$ cat src/rtl/core/rpfm_pkg.sv
// Package for the reflective pulse flow monitor.
// Holds widths, reset values, register indexes and the result item type.
// No dependencies.
package rpfm_pkg;

  localparam int unsigned SAMPLE_W = 10;
  localparam int unsigned PULSE_W  = 32;
  localparam int unsigned TICK_W   = 16;
  localparam int unsigned COUNT_W  = 2;
  localparam int unsigned CFG_W    = 16;
  localparam int unsigned CFG_IDX_W = 1;

  localparam logic [SAMPLE_W-1:0] THRESHOLD_RESET = SAMPLE_W'(440);
  localparam logic [TICK_W-1:0]   KEEPALIVE_RESET = TICK_W'(360);
  localparam logic [PULSE_W-1:0]  PULSE_ALL_ONES  = {PULSE_W{1'b1}};

  localparam logic [CFG_IDX_W-1:0] REG_THRESHOLD = 1'b0;
  localparam logic [CFG_IDX_W-1:0] REG_KEEPALIVE = 1'b1;

  localparam logic KIND_SAMPLE = 1'b0;
  localparam logic KIND_TICK   = 1'b1;

  typedef struct packed {
    logic [COUNT_W-1:0] report_count;
    logic               report_status;
    logic [PULSE_W-1:0] report_pulses;
    logic               flow_status;
    logic [PULSE_W-1:0] pulse_count;
  } result_t;

endpackage

$ cat src/rtl/core/reflective_pulse_flow_monitor_top.sv
// Top level of the reflective pulse flow monitor.
// Depends on rpfm_pkg for widths, reset values, register indexes and result_t.
//
// Usage:
//   Input channel (in_valid/in_ready) carries one item: kind 0 is a sensor
//   sample, kind 1 is a report period tick. Every item gives exactly one
//   result item on the output channel (out_valid/out_ready) with the number
//   of reports asked for, their status and pulse count, and the flow status
//   and pulse counter after the item.
//   An item is evaluated in the cycle it is accepted; its result is
//   registered in the output register. One item per cycle is sustained
//   while the receiver keeps up, the rate being set by the single pass of
//   compare and increment logic between the state registers and the output
//   register. When the receiver stalls, one further item is taken into a
//   skid register and in_ready then drops until the output register drains.
//   Synchronous reset clears the flow state, the counters and both output
//   stages, and loads the threshold (440) and keepalive limit (360).
//   Configuration writes (cfg_we, cfg_index, cfg_data) take effect at once.
//   The user must make them only while idle; the block does not enforce it.
module reflective_pulse_flow_monitor_top (
  input  logic                                clk,
  input  logic                                rst,
  input  logic                                in_valid,
  output logic                                in_ready,
  input  logic                                kind,
  input  logic [rpfm_pkg::SAMPLE_W-1:0]       sample,
  output logic                                out_valid,
  input  logic                                out_ready,
  output logic [rpfm_pkg::COUNT_W-1:0]        report_count,
  output logic                                report_status,
  output logic [rpfm_pkg::PULSE_W-1:0]        report_pulses,
  output logic                                flow_status,
  output logic [rpfm_pkg::PULSE_W-1:0]        pulse_count,
  input  logic                                cfg_we,
  input  logic [rpfm_pkg::CFG_IDX_W-1:0]      cfg_index,
  input  logic [rpfm_pkg::CFG_W-1:0]          cfg_data
);

  // Configuration registers.
  logic [rpfm_pkg::SAMPLE_W-1:0] threshold;
  logic [rpfm_pkg::TICK_W-1:0]   keepalive;

  // Monitor state.
  logic                         on_mark, on_mark_next;
  logic                         flowing, flowing_next;
  logic [rpfm_pkg::PULSE_W-1:0] pulses, pulses_next;
  logic [rpfm_pkg::PULSE_W-1:0] pulses_last, pulses_last_next;
  logic [rpfm_pkg::TICK_W-1:0]  ticks, ticks_next;

  // Output register and skid stage.
  rpfm_pkg::result_t out_reg, skid_reg, result;
  logic              skid_valid;

  logic                         accept;
  logic                         seen;
  logic                         wrap;
  logic                         first_flow;
  logic [rpfm_pkg::TICK_W-1:0]  ticks_inc;
  logic [rpfm_pkg::COUNT_W-1:0] count;
  logic                         rep_status;

  assign in_ready = !skid_valid;
  assign accept   = in_valid && in_ready;

  always_ff @(posedge clk) begin
    if (rst) begin
      threshold <= rpfm_pkg::THRESHOLD_RESET;
      keepalive <= rpfm_pkg::KEEPALIVE_RESET;
    end else if (cfg_we) begin
      case (cfg_index)
        rpfm_pkg::REG_THRESHOLD: threshold <= cfg_data[rpfm_pkg::SAMPLE_W-1:0];
        rpfm_pkg::REG_KEEPALIVE: keepalive <= cfg_data[rpfm_pkg::TICK_W-1:0];
        default: ;
      endcase
    end
  end

  always_comb begin
    on_mark_next     = on_mark;
    flowing_next     = flowing;
    pulses_next      = pulses;
    pulses_last_next = pulses_last;
    ticks_next       = ticks;
    count            = '0;
    rep_status       = 1'b0;
    seen             = sample > threshold;
    wrap             = pulses == rpfm_pkg::PULSE_ALL_ONES;
    first_flow       = !flowing;
    ticks_inc        = ticks + rpfm_pkg::TICK_W'(1);

    if (kind == rpfm_pkg::KIND_SAMPLE) begin
      if (seen && !on_mark) begin
        // Rising edge of the mark: one pulse, and possibly two reports.
        on_mark_next = 1'b1;
        flowing_next = 1'b1;
        rep_status   = 1'b1;
        count = rpfm_pkg::COUNT_W'(first_flow) + rpfm_pkg::COUNT_W'(wrap);
        if (wrap) begin
          pulses_next      = '0;
          pulses_last_next = '0;
        end else begin
          pulses_next = pulses + rpfm_pkg::PULSE_W'(1);
        end
      end else if (!seen && on_mark) begin
        on_mark_next = 1'b0;
        flowing_next = 1'b1;
        rep_status   = 1'b1;
        count        = rpfm_pkg::COUNT_W'(first_flow);
      end
    end else begin
      ticks_next = ticks_inc;
      if (pulses > pulses_last) begin
        pulses_last_next = pulses;
      end else if (flowing) begin
        flowing_next = 1'b0;
        count        = rpfm_pkg::COUNT_W'(1);
      end else if (ticks_inc == keepalive) begin
        count = rpfm_pkg::COUNT_W'(1);
      end
    end

    // Any report restarts the keepalive count.
    if (count != '0) begin
      ticks_next = '0;
    end

    result.report_count  = count;
    result.report_status = (count != '0) ? rep_status : 1'b0;
    result.report_pulses = (count != '0) ? pulses : '0;
    result.flow_status   = flowing_next;
    result.pulse_count   = pulses_next;
  end

  always_ff @(posedge clk) begin
    if (rst) begin
      on_mark     <= 1'b0;
      flowing     <= 1'b0;
      pulses      <= '0;
      pulses_last <= '0;
      ticks       <= '0;
    end else if (accept) begin
      on_mark     <= on_mark_next;
      flowing     <= flowing_next;
      pulses      <= pulses_next;
      pulses_last <= pulses_last_next;
      ticks       <= ticks_next;
    end
  end

  // When both stages are full, the output register holds the older item and
  // the skid register the newer one.
  always_ff @(posedge clk) begin
    if (rst) begin
      out_valid  <= 1'b0;
      skid_valid <= 1'b0;
    end else if (!out_valid || out_ready) begin
      out_valid  <= skid_valid || accept;
      skid_valid <= 1'b0;
    end else if (accept) begin
      skid_valid <= 1'b1;
    end
  end

  always_ff @(posedge clk) begin
    if (!out_valid || out_ready) begin
      out_reg <= skid_valid ? skid_reg : result;
    end else if (accept) begin
      skid_reg <= result;
    end
  end

  assign report_count  = out_reg.report_count;
  assign report_status = out_reg.report_status;
  assign report_pulses = out_reg.report_pulses;
  assign flow_status   = out_reg.flow_status;
  assign pulse_count   = out_reg.pulse_count;

endmodule
$ cat config.mk
export PLATFORM = sky130hd
export DESIGN_NAME = reflective_pulse_flow_monitor_top
export DESIGN_NICKNAME = d
export VERILOG_FILES = /design/src/rtl/core/rpfm_pkg.sv /design/src/rtl/core/reflective_pulse_flow_monitor_top.sv
export SDC_FILE = /design/constraint.sdc
export NUM_CORES = 1
export LEC_CHECK = 0
export BUFFER_PORTS_ARGS = -buffer_cell sky130_fd_sc_hd__clkbuf_2
export CAP_MARGIN = 20
export CORE_ASPECT_RATIO = 1.75
export CORE_MARGIN = 2
export CORE_UTILIZATION = 65
export CTS_CLUSTER_DIAMETER = 150
export DETAILED_ROUTE_END_ITERATION = 6
export PLACE_DENSITY = 0.92
export SLEW_MARGIN = 10
export SYNTH_ARGS = -nofsm -noshare
export SYNTH_HDL_FRONTEND = slang
export SYNTH_SLANG_ARGS = --single-unit
$ cat constraint.sdc
create_clock -name clk -period 9.7 [get_ports clk]
set_clock_uncertainty 0.15 [all_clocks]
set_input_delay 0.97 -clock clk [delete_from_list [all_inputs] [get_ports clk]]
set_output_delay 0.97 -clock clk [all_outputs]
set_load 0.005 [all_outputs]
Word-level counts from Yosys, hierarchy flattened
Cells that the tools add are included.
- $add $sub $neg: 3
- magnitude comparators: 2
- equal/unequal tests: 3
- multiplexer cells: 27
- bitwise logic cells: 3
- reduce and logical (&&, ||, !) cells: 22
- operators with widths (cell ; number):
    two-way mux 32 bit ; 8
    two-way mux 68 bit ; 1
    adder 32 x 1 -> 32 bit, second input constant ; 1
    equality test 32 bit, second input constant ; 1
    greater-than comparator 32 bit ; 1
    two-way mux 16 bit ; 2
    adder 16 x 1 -> 16 bit, second input constant ; 1
    equality test 16 bit ; 1
    two-way mux 1 bit ; 14
    greater-than comparator 10 bit ; 1
    nonzero test 2 bit ; 5
    AND reduction 2 bit ; 4
    zero test 1 bit ; 5
    two-way mux 2 bit ; 2
    AND reduction 4 bit ; 1
    logical AND 1 bit ; 3
    NOT 1 bit ; 3
    AND reduction 3 bit ; 1
    adder 1 x 1 -> 2 bit ; 1
    logical OR 1 bit ; 2
    != test 2 x 1 -> 1 bit, second input constant ; 1
    OR reduction 2 bit ; 1
- register bits after elaboration: 246
- bits of input ports: 33
- output and inout port bits: 70
- logic and storage cells: 79

Longest topological paths before layout
Gate-level depths: netlist (run 1).
- depth after elaboration: 9
- gate-level depth with buffers: 20
- gate-level depth less buffers: 19

Worst setup path before layout (run 1)
OpenSTA, ideal clock, no wires.
- path kind: input to register
- from: input out_ready
- to: register skid_reg[0] (netlist bit) (enable)
- library setup time: 495 ps
- arrival time: 5672 ps
- required time: 9055 ps
- setup slack: 3383 ps
- stages: 2
- buffers on the path: 0
- cells stage by stage: nand2b_1 -> nor2_1
- word-level cells in the longest chain between the ends: 3
- RTL lines (item ; RTL line ; text):
    start: declaration ; reflective_pulse_flow_monitor_top.sv:28 ; input logic out_ready,
    logical OR 1 bit ; reflective_pulse_flow_monitor_top.sv:165 ; if (!out_valid || out_ready) begin
    NOT 1 bit (no line) ; - ;
    AND reduction 2 bit (no line) ; - ;
    end signal: assignment ; reflective_pulse_flow_monitor_top.sv:168 ; skid_reg <= result;
    end: declaration ; reflective_pulse_flow_monitor_top.sv:51 ; rpfm_pkg::result_t out_reg, skid_reg, result;
Every way passes these cells.
A chain may end at the register's enable or synchronous reset.

Final worst setup path (run 1)
- from: input sample[1] (netlist bit)
- to: register out_reg (netlist bit pulse_count[24]), data pin
- word-level cells in the longest chain between the ends: 5
- RTL lines (item ; RTL line ; text):
    start: declaration ; reflective_pulse_flow_monitor_top.sv:26 ; input logic [rpfm_pkg::SAMPLE_W-1:0] sample,
    greater-than comparator 10 bit ; reflective_pulse_flow_monitor_top.sv:86 ; seen = sample > threshold;
    logical AND 1 bit ; reflective_pulse_flow_monitor_top.sv:92 ; if (seen && !on_mark) begin
    two-way mux 32 bit ; reflective_pulse_flow_monitor_top.sv:92 ;
    two-way mux 32 bit ; reflective_pulse_flow_monitor_top.sv:91 ; if (kind == rpfm_pkg::KIND_SAMPLE) begin
    named net pulses_next (one bit) ; reflective_pulse_flow_monitor_top.sv:46 ; logic [rpfm_pkg::PULSE_W-1:0] pulses, pulses_next;
    two-way mux 68 bit ; reflective_pulse_flow_monitor_top.sv:166 ; out_reg <= skid_valid ? skid_reg : result;
    end signal: assignment ; reflective_pulse_flow_monitor_top.sv:166 ;
    end: declaration ; reflective_pulse_flow_monitor_top.sv:51 ;
The timed path passes the listed nets, and every way through them passes these cells.

==> metrics.csv, run 1 <==
metric,value,unit
overall power,2.26,mW
height of the chip,183,um
largest cells by area after synthesis,"sky130_fd_sc_hd__edfxtp_1 34%, sky130_fd_sc_hd__dfxtp_1 18%, sky130_fd_sc_hd__mux2_2 6.4%, sky130_fd_sc_hd__ha_1 4.9%, sky130_fd_sc_hd__a21oi_1 4.3%",
pin count of the biggest net entering global routing,109,
sum of met2 wire segment lengths after detailed routing,13.7,mm
num rows,65,
unrepaired setup endpoints after global routing,false,
peak supply drop,142,uV
required time at the endpoint of the critical path,9.81,ns
total count of hold-check failures in the final report,0,
fraction of layout instances using a drive strength above 1,17.8,%
sum of negative setup slack,0,ns
flip-flop count of the largest register after layout,68,
critical path peak fanout,10,
sort of element at the start of the critical path,primary input,
largest area contributor in the netlist,sky130_fd_sc_hd__edfxtp_1,
Std-Cell Core Area,18100,sq um
die width,106,um
net count of the mapped netlist,1266,
final worst path period need,5.03,ns
via count of the first global-routing pass,9008,
number of max-slew violations in the final report,0,
Relative slew margins,26.4,%
sequential share of the synthesized area,52.6,%
Maximum Capacitance Violations,0,
DRC marker count from the first detailed-route iteration,738,
total global routing track utilization,27.1,%
final routed DRC violation total,0,
wl on met1,9.80,mm
type of element capturing the critical path,flip-flop,
Initial Utilization,66.2,%
uppermost signal routing layer after detailed routing,met4,
Async SR Flop Fraction,0,%
slew at the pin closest to its max-slew limit,1.10,ns
global-route wire length before repair,43.0,mm
Clock Latency Late Sink,0.51,ns
"buffers from clock root to sink, at most",3,
number of enable-type register cells in the synthesized netlist,136,
final period utilization,51.8,%
TritonCTS Buffers,21,
WS Path Type,primary input to flip-flop,
number of I/O pins,103,
global route total overflow,0,
hold bufs inserted after CTS,0,
Netlist cell types,61,
overall die area,19500,sq um
met3 wire len,1.67,mm
number of synthesized register bits,246,
CTS H-tree depth,1,
NumNets Final,1329,
filler instances,1203,
initial antenna violation count,0,
data arrival time of the worst path,5.14,ns
"antenna viol nets, final",0,
clock tree from TritonCTS,built,
post-CTS clock slew at the launch and capture registers of the worst setup and hold paths,0.07,ns
DPL Wire Length,17.9,mm
total setup violations reported at the end of the flow,0,
cell count after synthesis,1186,
most frequent cell after synthesis,sky130_fd_sc_hd__edfxtp_1,
top post-synthesis cells by count,"136 x sky130_fd_sc_hd__edfxtp_1, 124 x sky130_fd_sc_hd__nand2_1, 110 x sky130_fd_sc_hd__dfxtp_1",
root buffer cell,sky130_fd_sc_hd__clkbuf_16,
status,completed,
path type of the worst min-delay path,flip-flop to flip-flop,
total of warnings raised by yosys,0,
drt total wl,26.8,mm
placer's final routability congestion estimate,0.914,
Placed Area,12500,sq um
clock sink total,246,
mean number of vias per cell,6.23,
Post-CTS Setup Inserts,0,
# diodes,0,
count of buffers inserted at the top-level ports,102,
signed area change from the synthesized netlist to the final layout,10.8,%
drt first pass iters,5,
Syn Area/Cell,10.1,sq um
fin area,13200,sq um
total power divided by cell area,171,nW/um^2
Max Clk Rate,0.199,GHz
Via Count,9327,
Routed wire per std cell,17.9,um
count of cells resized by post-cts repair,0,
post-synthesis instance area,11900,sq um
Main synth FF type,sky130_fd_sc_hd__edfxtp_1,
leakage component of the power,5.22,nW
proportion of netlist area held by the largest area contributor,34.2,%
[routing by layer]
layer | up-vias | GRT usage [%]
li1 | 4344 | -
met1 | 4393 | 30.8
met2 | 448 | 47.9
met3 | 142 | 3.87
met4 | 0 | 16.0
met5 | - | 0
[cell type report]
cell class | instances | area [sq um] | area share [%]
inverter | 58 | 218 | 1.65
clock inverter | 10 | 106 | 0.804
timing repair buffer | 114 | 608 | 4.60
multi-input combinational | 808 | 5130 | 38.8
tap | 234 | 293 | 2.21
sequential | 246 | 6290 | 47.5
clock buffer | 28 | 593 | 4.48
[cells by family (layout without fill, tap and decap cells)]
family | count (synthesis) | count (layout) | share of synthesized area (%)
xor+xnor | 30 | 30 | 2.20
simple gates | 424 | 424 | 17.3
buf+inv | 132 | 210 | 4.58
fa+ha+maj | 47 | 47 | 4.92
flops | 246 | 246 | 52.6
mux | 74 | 74 | 6.91
compound gates | 233 | 233 | 11.5
[placed cells by master, fill, tap and decap left out, types with 30 or more instances in the layout]
cell and count:
sky130_fd_sc_hd__a21oi_1 102, sky130_fd_sc_hd__and2_1 30, sky130_fd_sc_hd__clkbuf_2 101, sky130_fd_sc_hd__dfxtp_1 110, sky130_fd_sc_hd__edfxtp_1 136, sky130_fd_sc_hd__ha_1 47, sky130_fd_sc_hd__inv_1 58, sky130_fd_sc_hd__mux2_2 68
sky130_fd_sc_hd__nand2_1 124, sky130_fd_sc_hd__nand3_1 71, sky130_fd_sc_hd__nor2_1 91, sky130_fd_sc_hd__o21ai_0 49
[path summary, 6_finish.rpt]
check                          startpoint                      endpoint  cells past startpoint  slack, ns
min reg2reg  pulses_last[27]$_SDFFE_PP0P_  pulses_last[27]$_SDFFE_PP0P_                      2       0.30
max reg2reg     threshold[1]$_SDFFE_PP0P_     pulse_count[24]$_DFFE_PP_                     19       4.82
max                             sample[1]     pulse_count[24]$_DFFE_PP_                     19       4.67
min          pulses_last[27]$_SDFFE_PP0P_  pulses_last[27]$_SDFFE_PP0P_                      2       0.30
[report_power, final]
group | switching [mW] | internal, mW | leakage [nW]
registers | 0.0319 | 1.15 | 2.30
clock network | 0.369 | 0.487 | 0.348
logic | 0.139 | 0.0874 | 2.57
[worst max-delay path, stage by stage]
cell and delay (ns):
sky130_fd_sc_hd__clkbuf_2 0.08, sky130_fd_sc_hd__ha_1 0.28, sky130_fd_sc_hd__nor2b_1 0.13, sky130_fd_sc_hd__o21a_1 0.13, sky130_fd_sc_hd__o21a_1 0.10, sky130_fd_sc_hd__o21a_1 0.10
sky130_fd_sc_hd__o21a_1 0.11, sky130_fd_sc_hd__o21a_1 0.10, sky130_fd_sc_hd__o21bai_1 0.07, sky130_fd_sc_hd__a21oi_1 0.30, sky130_fd_sc_hd__ha_1 0.40, sky130_fd_sc_hd__nand3_1 0.18
sky130_fd_sc_hd__nor4_1 0.54, sky130_fd_sc_hd__nand4_1 0.29, sky130_fd_sc_hd__nor2_1 0.42, sky130_fd_sc_hd__nand3_1 0.21, sky130_fd_sc_hd__a21o_1 0.22, sky130_fd_sc_hd__a22o_1 0.21
sky130_fd_sc_hd__mux2_2 0.27
[stage by stage]
step / util, % / hold slack [ns] / std cells / worst slack (ns)
after global placement: 69.3 / 0.288 / 1458 / 4.55
after CTS: 73.2 / 0.302 / 1497 / 4.85
final: 73.3 / 0.302 / 1498 / 4.67
after floorplan: - / 0.282 / 1186 / 3.38
after detailed placement: 69.3 / 0.293 / 1459 / 4.42
after global routing: 73.3 / 0.316 / 1498 / 4.51
(Power assumes the default switching activity.)
==> inputs of run 2 (changes only) <==
--- a/config.mk
+++ b/config.mk
@@ -5,14 +5,15 @@
 export SDC_FILE = /design/constraint.sdc
 export NUM_CORES = 1
 export LEC_CHECK = 0
+export ABC_AREA = 1
 export BUFFER_PORTS_ARGS = -buffer_cell sky130_fd_sc_hd__clkbuf_2
 export CAP_MARGIN = 20
 export CORE_ASPECT_RATIO = 1.75
 export CORE_MARGIN = 2
-export CORE_UTILIZATION = 65
+export CORE_UTILIZATION = 60
 export CTS_CLUSTER_DIAMETER = 150
 export DETAILED_ROUTE_END_ITERATION = 6
-export PLACE_DENSITY = 0.92
+export PLACE_DENSITY = 0.86
 export SLEW_MARGIN = 10
 export SYNTH_ARGS = -nofsm -noshare
 export SYNTH_HDL_FRONTEND = slang
==> constraint.sdc (replaced) <==
create_clock -name clk -period 5.3 [get_ports clk]
set_clock_uncertainty 0.15 [all_clocks]
set_input_delay 0.53 -clock clk [delete_from_list [all_inputs] [get_ports clk]]
set_output_delay 0.53 -clock clk [all_outputs]
set_load 0.005 [all_outputs]
==> run 2 against run 1 <==
Against the previous run:
- sequential cell count did not move
- core utilization fell by 5.7 points
- critical endpoint is now report_pulses[0]$_DFFE_PP_
- critical path type is now flip-flop to flip-flop
- register-to-register slack got worse by 3.8 ns
- clock power grew 100%
- first-iteration DRC count increased by 25%
- global-route usage is 0.91 points higher
- combinational power grew to 2.7 times the previous value
- cell count up 20%
- non-clock buffer count unchanged
- design area is 3.3% higher
- wire length increased by 14%
==> metrics.csv, run 2 <==
metric,value,unit
fin area,13700,sq um
Relative slew margins,23.0,%
number of I/O pins,103,
Post-CTS Setup Inserts,0,
"most common cell after layout, fill and taps aside",sky130_fd_sc_hd__nand2_1,
overall die area,21600,sq um
height of the chip,193,um
WS Path Type,flip-flop to flip-flop,
total power divided by cell area,337,nW/um^2
status,completed,
post-synthesis instance area,12300,sq um
hold bufs inserted after CTS,0,
global-route wire length before repair,48.8,mm
via count of the first global-routing pass,10360,
Clock Latency Late Sink,0.52,ns
initial antenna violation count,0,
sort of element at the start of the critical path,flip-flop,
Syn Area/Cell,8.37,sq um
CP Cell Sequence,inv_1 > ha_1 > inv_1 > nor2_1 > nor2_1 > o21a_1 > o21ai_0 > a31oi_1 > o21ai_0 > nand2_1 > inv_1 > ha_1 > buf_4 > inv_1 > nor2_1 > a21oi_1 > buf_4 > nand3_2 > nand2_1 > o21ai_0,
final period utilization,80.1,%
flip-flop count of the largest register after layout,68,
number of enable-type register cells in the synthesized netlist,136,
pin count of the biggest net entering global routing,74,
unrepaired setup endpoints after global routing,false,
number of synthesized register bits,246,
clock sink total,246,
"commonest non-fill, non-tap cells in the layout","329 x sky130_fd_sc_hd__nand2_1, 188 x sky130_fd_sc_hd__inv_1, 136 x sky130_fd_sc_hd__edfxtp_1",
largest area contributor in the netlist,sky130_fd_sc_hd__edfxtp_1,
path type of the worst min-delay path,primary input to flip-flop,
signed area change from the synthesized netlist to the final layout,11.4,%
required time at the endpoint of the critical path,5.37,ns
post-CTS clock slew at the launch and capture registers of the worst setup and hold paths,0.06,ns
proportion of netlist area held by the largest area contributor,33.3,%
net count of the mapped netlist,1545,
number of max-slew violations in the final report,0,
Maximum Capacitance Violations,0,
# diodes,0,
largest stage delay on the critical path,0.66,ns
clock tree from TritonCTS,built,
Std-Cell Core Area,20200,sq um
fraction of layout instances using a drive strength above 1,11.5,%
drt first pass iters,7,
type of element capturing the critical path,flip-flop,
total global routing track utilization,28.0,%
total of warnings raised by yosys,0,
"buffers from clock root to sink, at most",3,
placer's final routability congestion estimate,0.935,
data arrival time of the worst path,4.32,ns
cell count after synthesis,1465,
sequential share of the synthesized area,51.3,%
Main synth FF type,sky130_fd_sc_hd__edfxtp_1,
final worst path period need,4.25,ns
most frequent cell after synthesis,sky130_fd_sc_hd__nand2_1,
Via Count,10496,
count of cells resized by post-cts repair,0,
Placed Area,12900,sq um
top post-synthesis cells by count,"329 x sky130_fd_sc_hd__nand2_1, 189 x sky130_fd_sc_hd__inv_1, 136 x sky130_fd_sc_hd__edfxtp_1",
Async SR Flop Fraction,0,%
NumNets Final,1614,
Max Clk Rate,0.236,GHz
slew at the pin closest to its max-slew limit,1.16,ns
peak supply drop,252,uV
critical path peak fanout,33,
"most used cell, CP",sky130_fd_sc_hd__inv_1,
sum of negative setup slack,0,ns
die width,112,um
largest cells by area after synthesis,"sky130_fd_sc_hd__edfxtp_1 33%, sky130_fd_sc_hd__dfxtp_1 18%, sky130_fd_sc_hd__nand2_1 10%, sky130_fd_sc_hd__inv_1 5.8%, sky130_fd_sc_hd__o21ai_0 5.1%",
DRC marker count from the first detailed-route iteration,921,
drt total wl,30.5,mm
final routed DRC violation total,0,
"antenna viol nets, final",0,
Routed wire per std cell,17.0,um
num rows,69,
count of buffers inserted at the top-level ports,102,
total count of hold-check failures in the final report,0,
DPL Wire Length,21.1,mm
Initial Utilization,60.7,%
cell with the largest stage delay on the worst path,sky130_fd_sc_hd__nand3_2,
Netlist cell types,42,
leakage component of the power,6.24,nW
mean number of vias per cell,5.84,
overall power,4.60,mW
CTS H-tree depth,1,
TritonCTS Buffers,22,
global route total overflow,0,
root buffer cell,sky130_fd_sc_hd__clkbuf_16,
total setup violations reported at the end of the flow,0,
==> run 2: cell count changes in the layout (fill, tap and decap cells not counted), sizes merged, moves of 23 or more <==
cell / before / now
nand2: 124 / 332
nor2: 92 / 138
a31oi: 4 / 27
mux2: 68 / 0
o21ai: 56 / 135
and2: 30 / 0
inv: 62 / 192
==> run 2: report_power, final <==
part           switching, mW  total, mW  leakage [nW]  internal (mW)
Clock                  0.702       1.74         0.386           1.03
Combinational          0.395      0.612          3.52          0.217
Sequential            0.0970       2.25          2.34           2.16
==> run 2: area by class of cell <==
cell class / instances / area, sq um
clock buffer: 30 / 632
clock inverter: 10 / 155
fill: 1524 / 6540
inverter: 192 / 721
multi-input combinational: 958 / 4960
sequential: 246 / 6290
tap: 248 / 310
timing repair buffer: 114 / 601
==> run 2: routing by layer <==
metal,vias to the layer above,GRT usage (%),part of all wire (%)
met5,-,0,0
met3,143,3.50,6.4
li1,5021,-,-
met1,4833,29.9,36
met2,499,52.7,52
met4,0,16.5,5.5
==> run 2: cells by family after synthesis <==
| logic type | Yosys count | synth area share (%) |
|---|---|---|
| AOI/OAI and AO/OA | 289 | 12.8 |
| xor gates and xnor gates | 27 | 2.05 |
| adders and majority gates | 47 | 4.79 |
| buffers and inverters | 261 | 8.42 |
| DFF | 246 | 51.3 |
| and+or+nand+nor | 595 | 20.6 |
==> run 2: path summary, 6_finish.rpt <==
check,from,endpoint,slack (ns),cells past startpoint
worst min-delay path,cfg_data[7],threshold[7]$_SDFFE_PP1P_,0.1,3
worst min register to register,threshold[9]$_SDFFE_PP0P_,threshold[9]$_SDFFE_PP0P_,0.32,2
worst max-delay path,threshold[1]$_SDFFE_PP0P_,report_pulses[0]$_DFFE_PP_,1.05,20
worst max register to register,threshold[1]$_SDFFE_PP0P_,report_pulses[0]$_DFFE_PP_,1.05,20
==> run 2: per-stage QoR <==
stage	hold WS (ns)	utilization [%]	worst slack, ns	instances
after floorplan	0.283	-	0.0301	1465
after global placement	0.300	63.7	1.01	1758
after detailed placement	0.314	63.7	0.864	1758
after CTS	0.102	67.6	1.10	1798
after global routing	0.114	67.6	0.714	1798
final	0.0967	67.6	1.05	1798
==> run 2: worst max-delay path: cells and delay by family, from the launching register on <==
family / cells / cell delay (ns)
DFF: 1 / 0.31
and+or+nand+nor: 6 / 1.37
AOI/OAI and AO/OA: 6 / 0.79
buffers and inverters: 6 / 0.85
adders and majority gates: 2 / 0.46
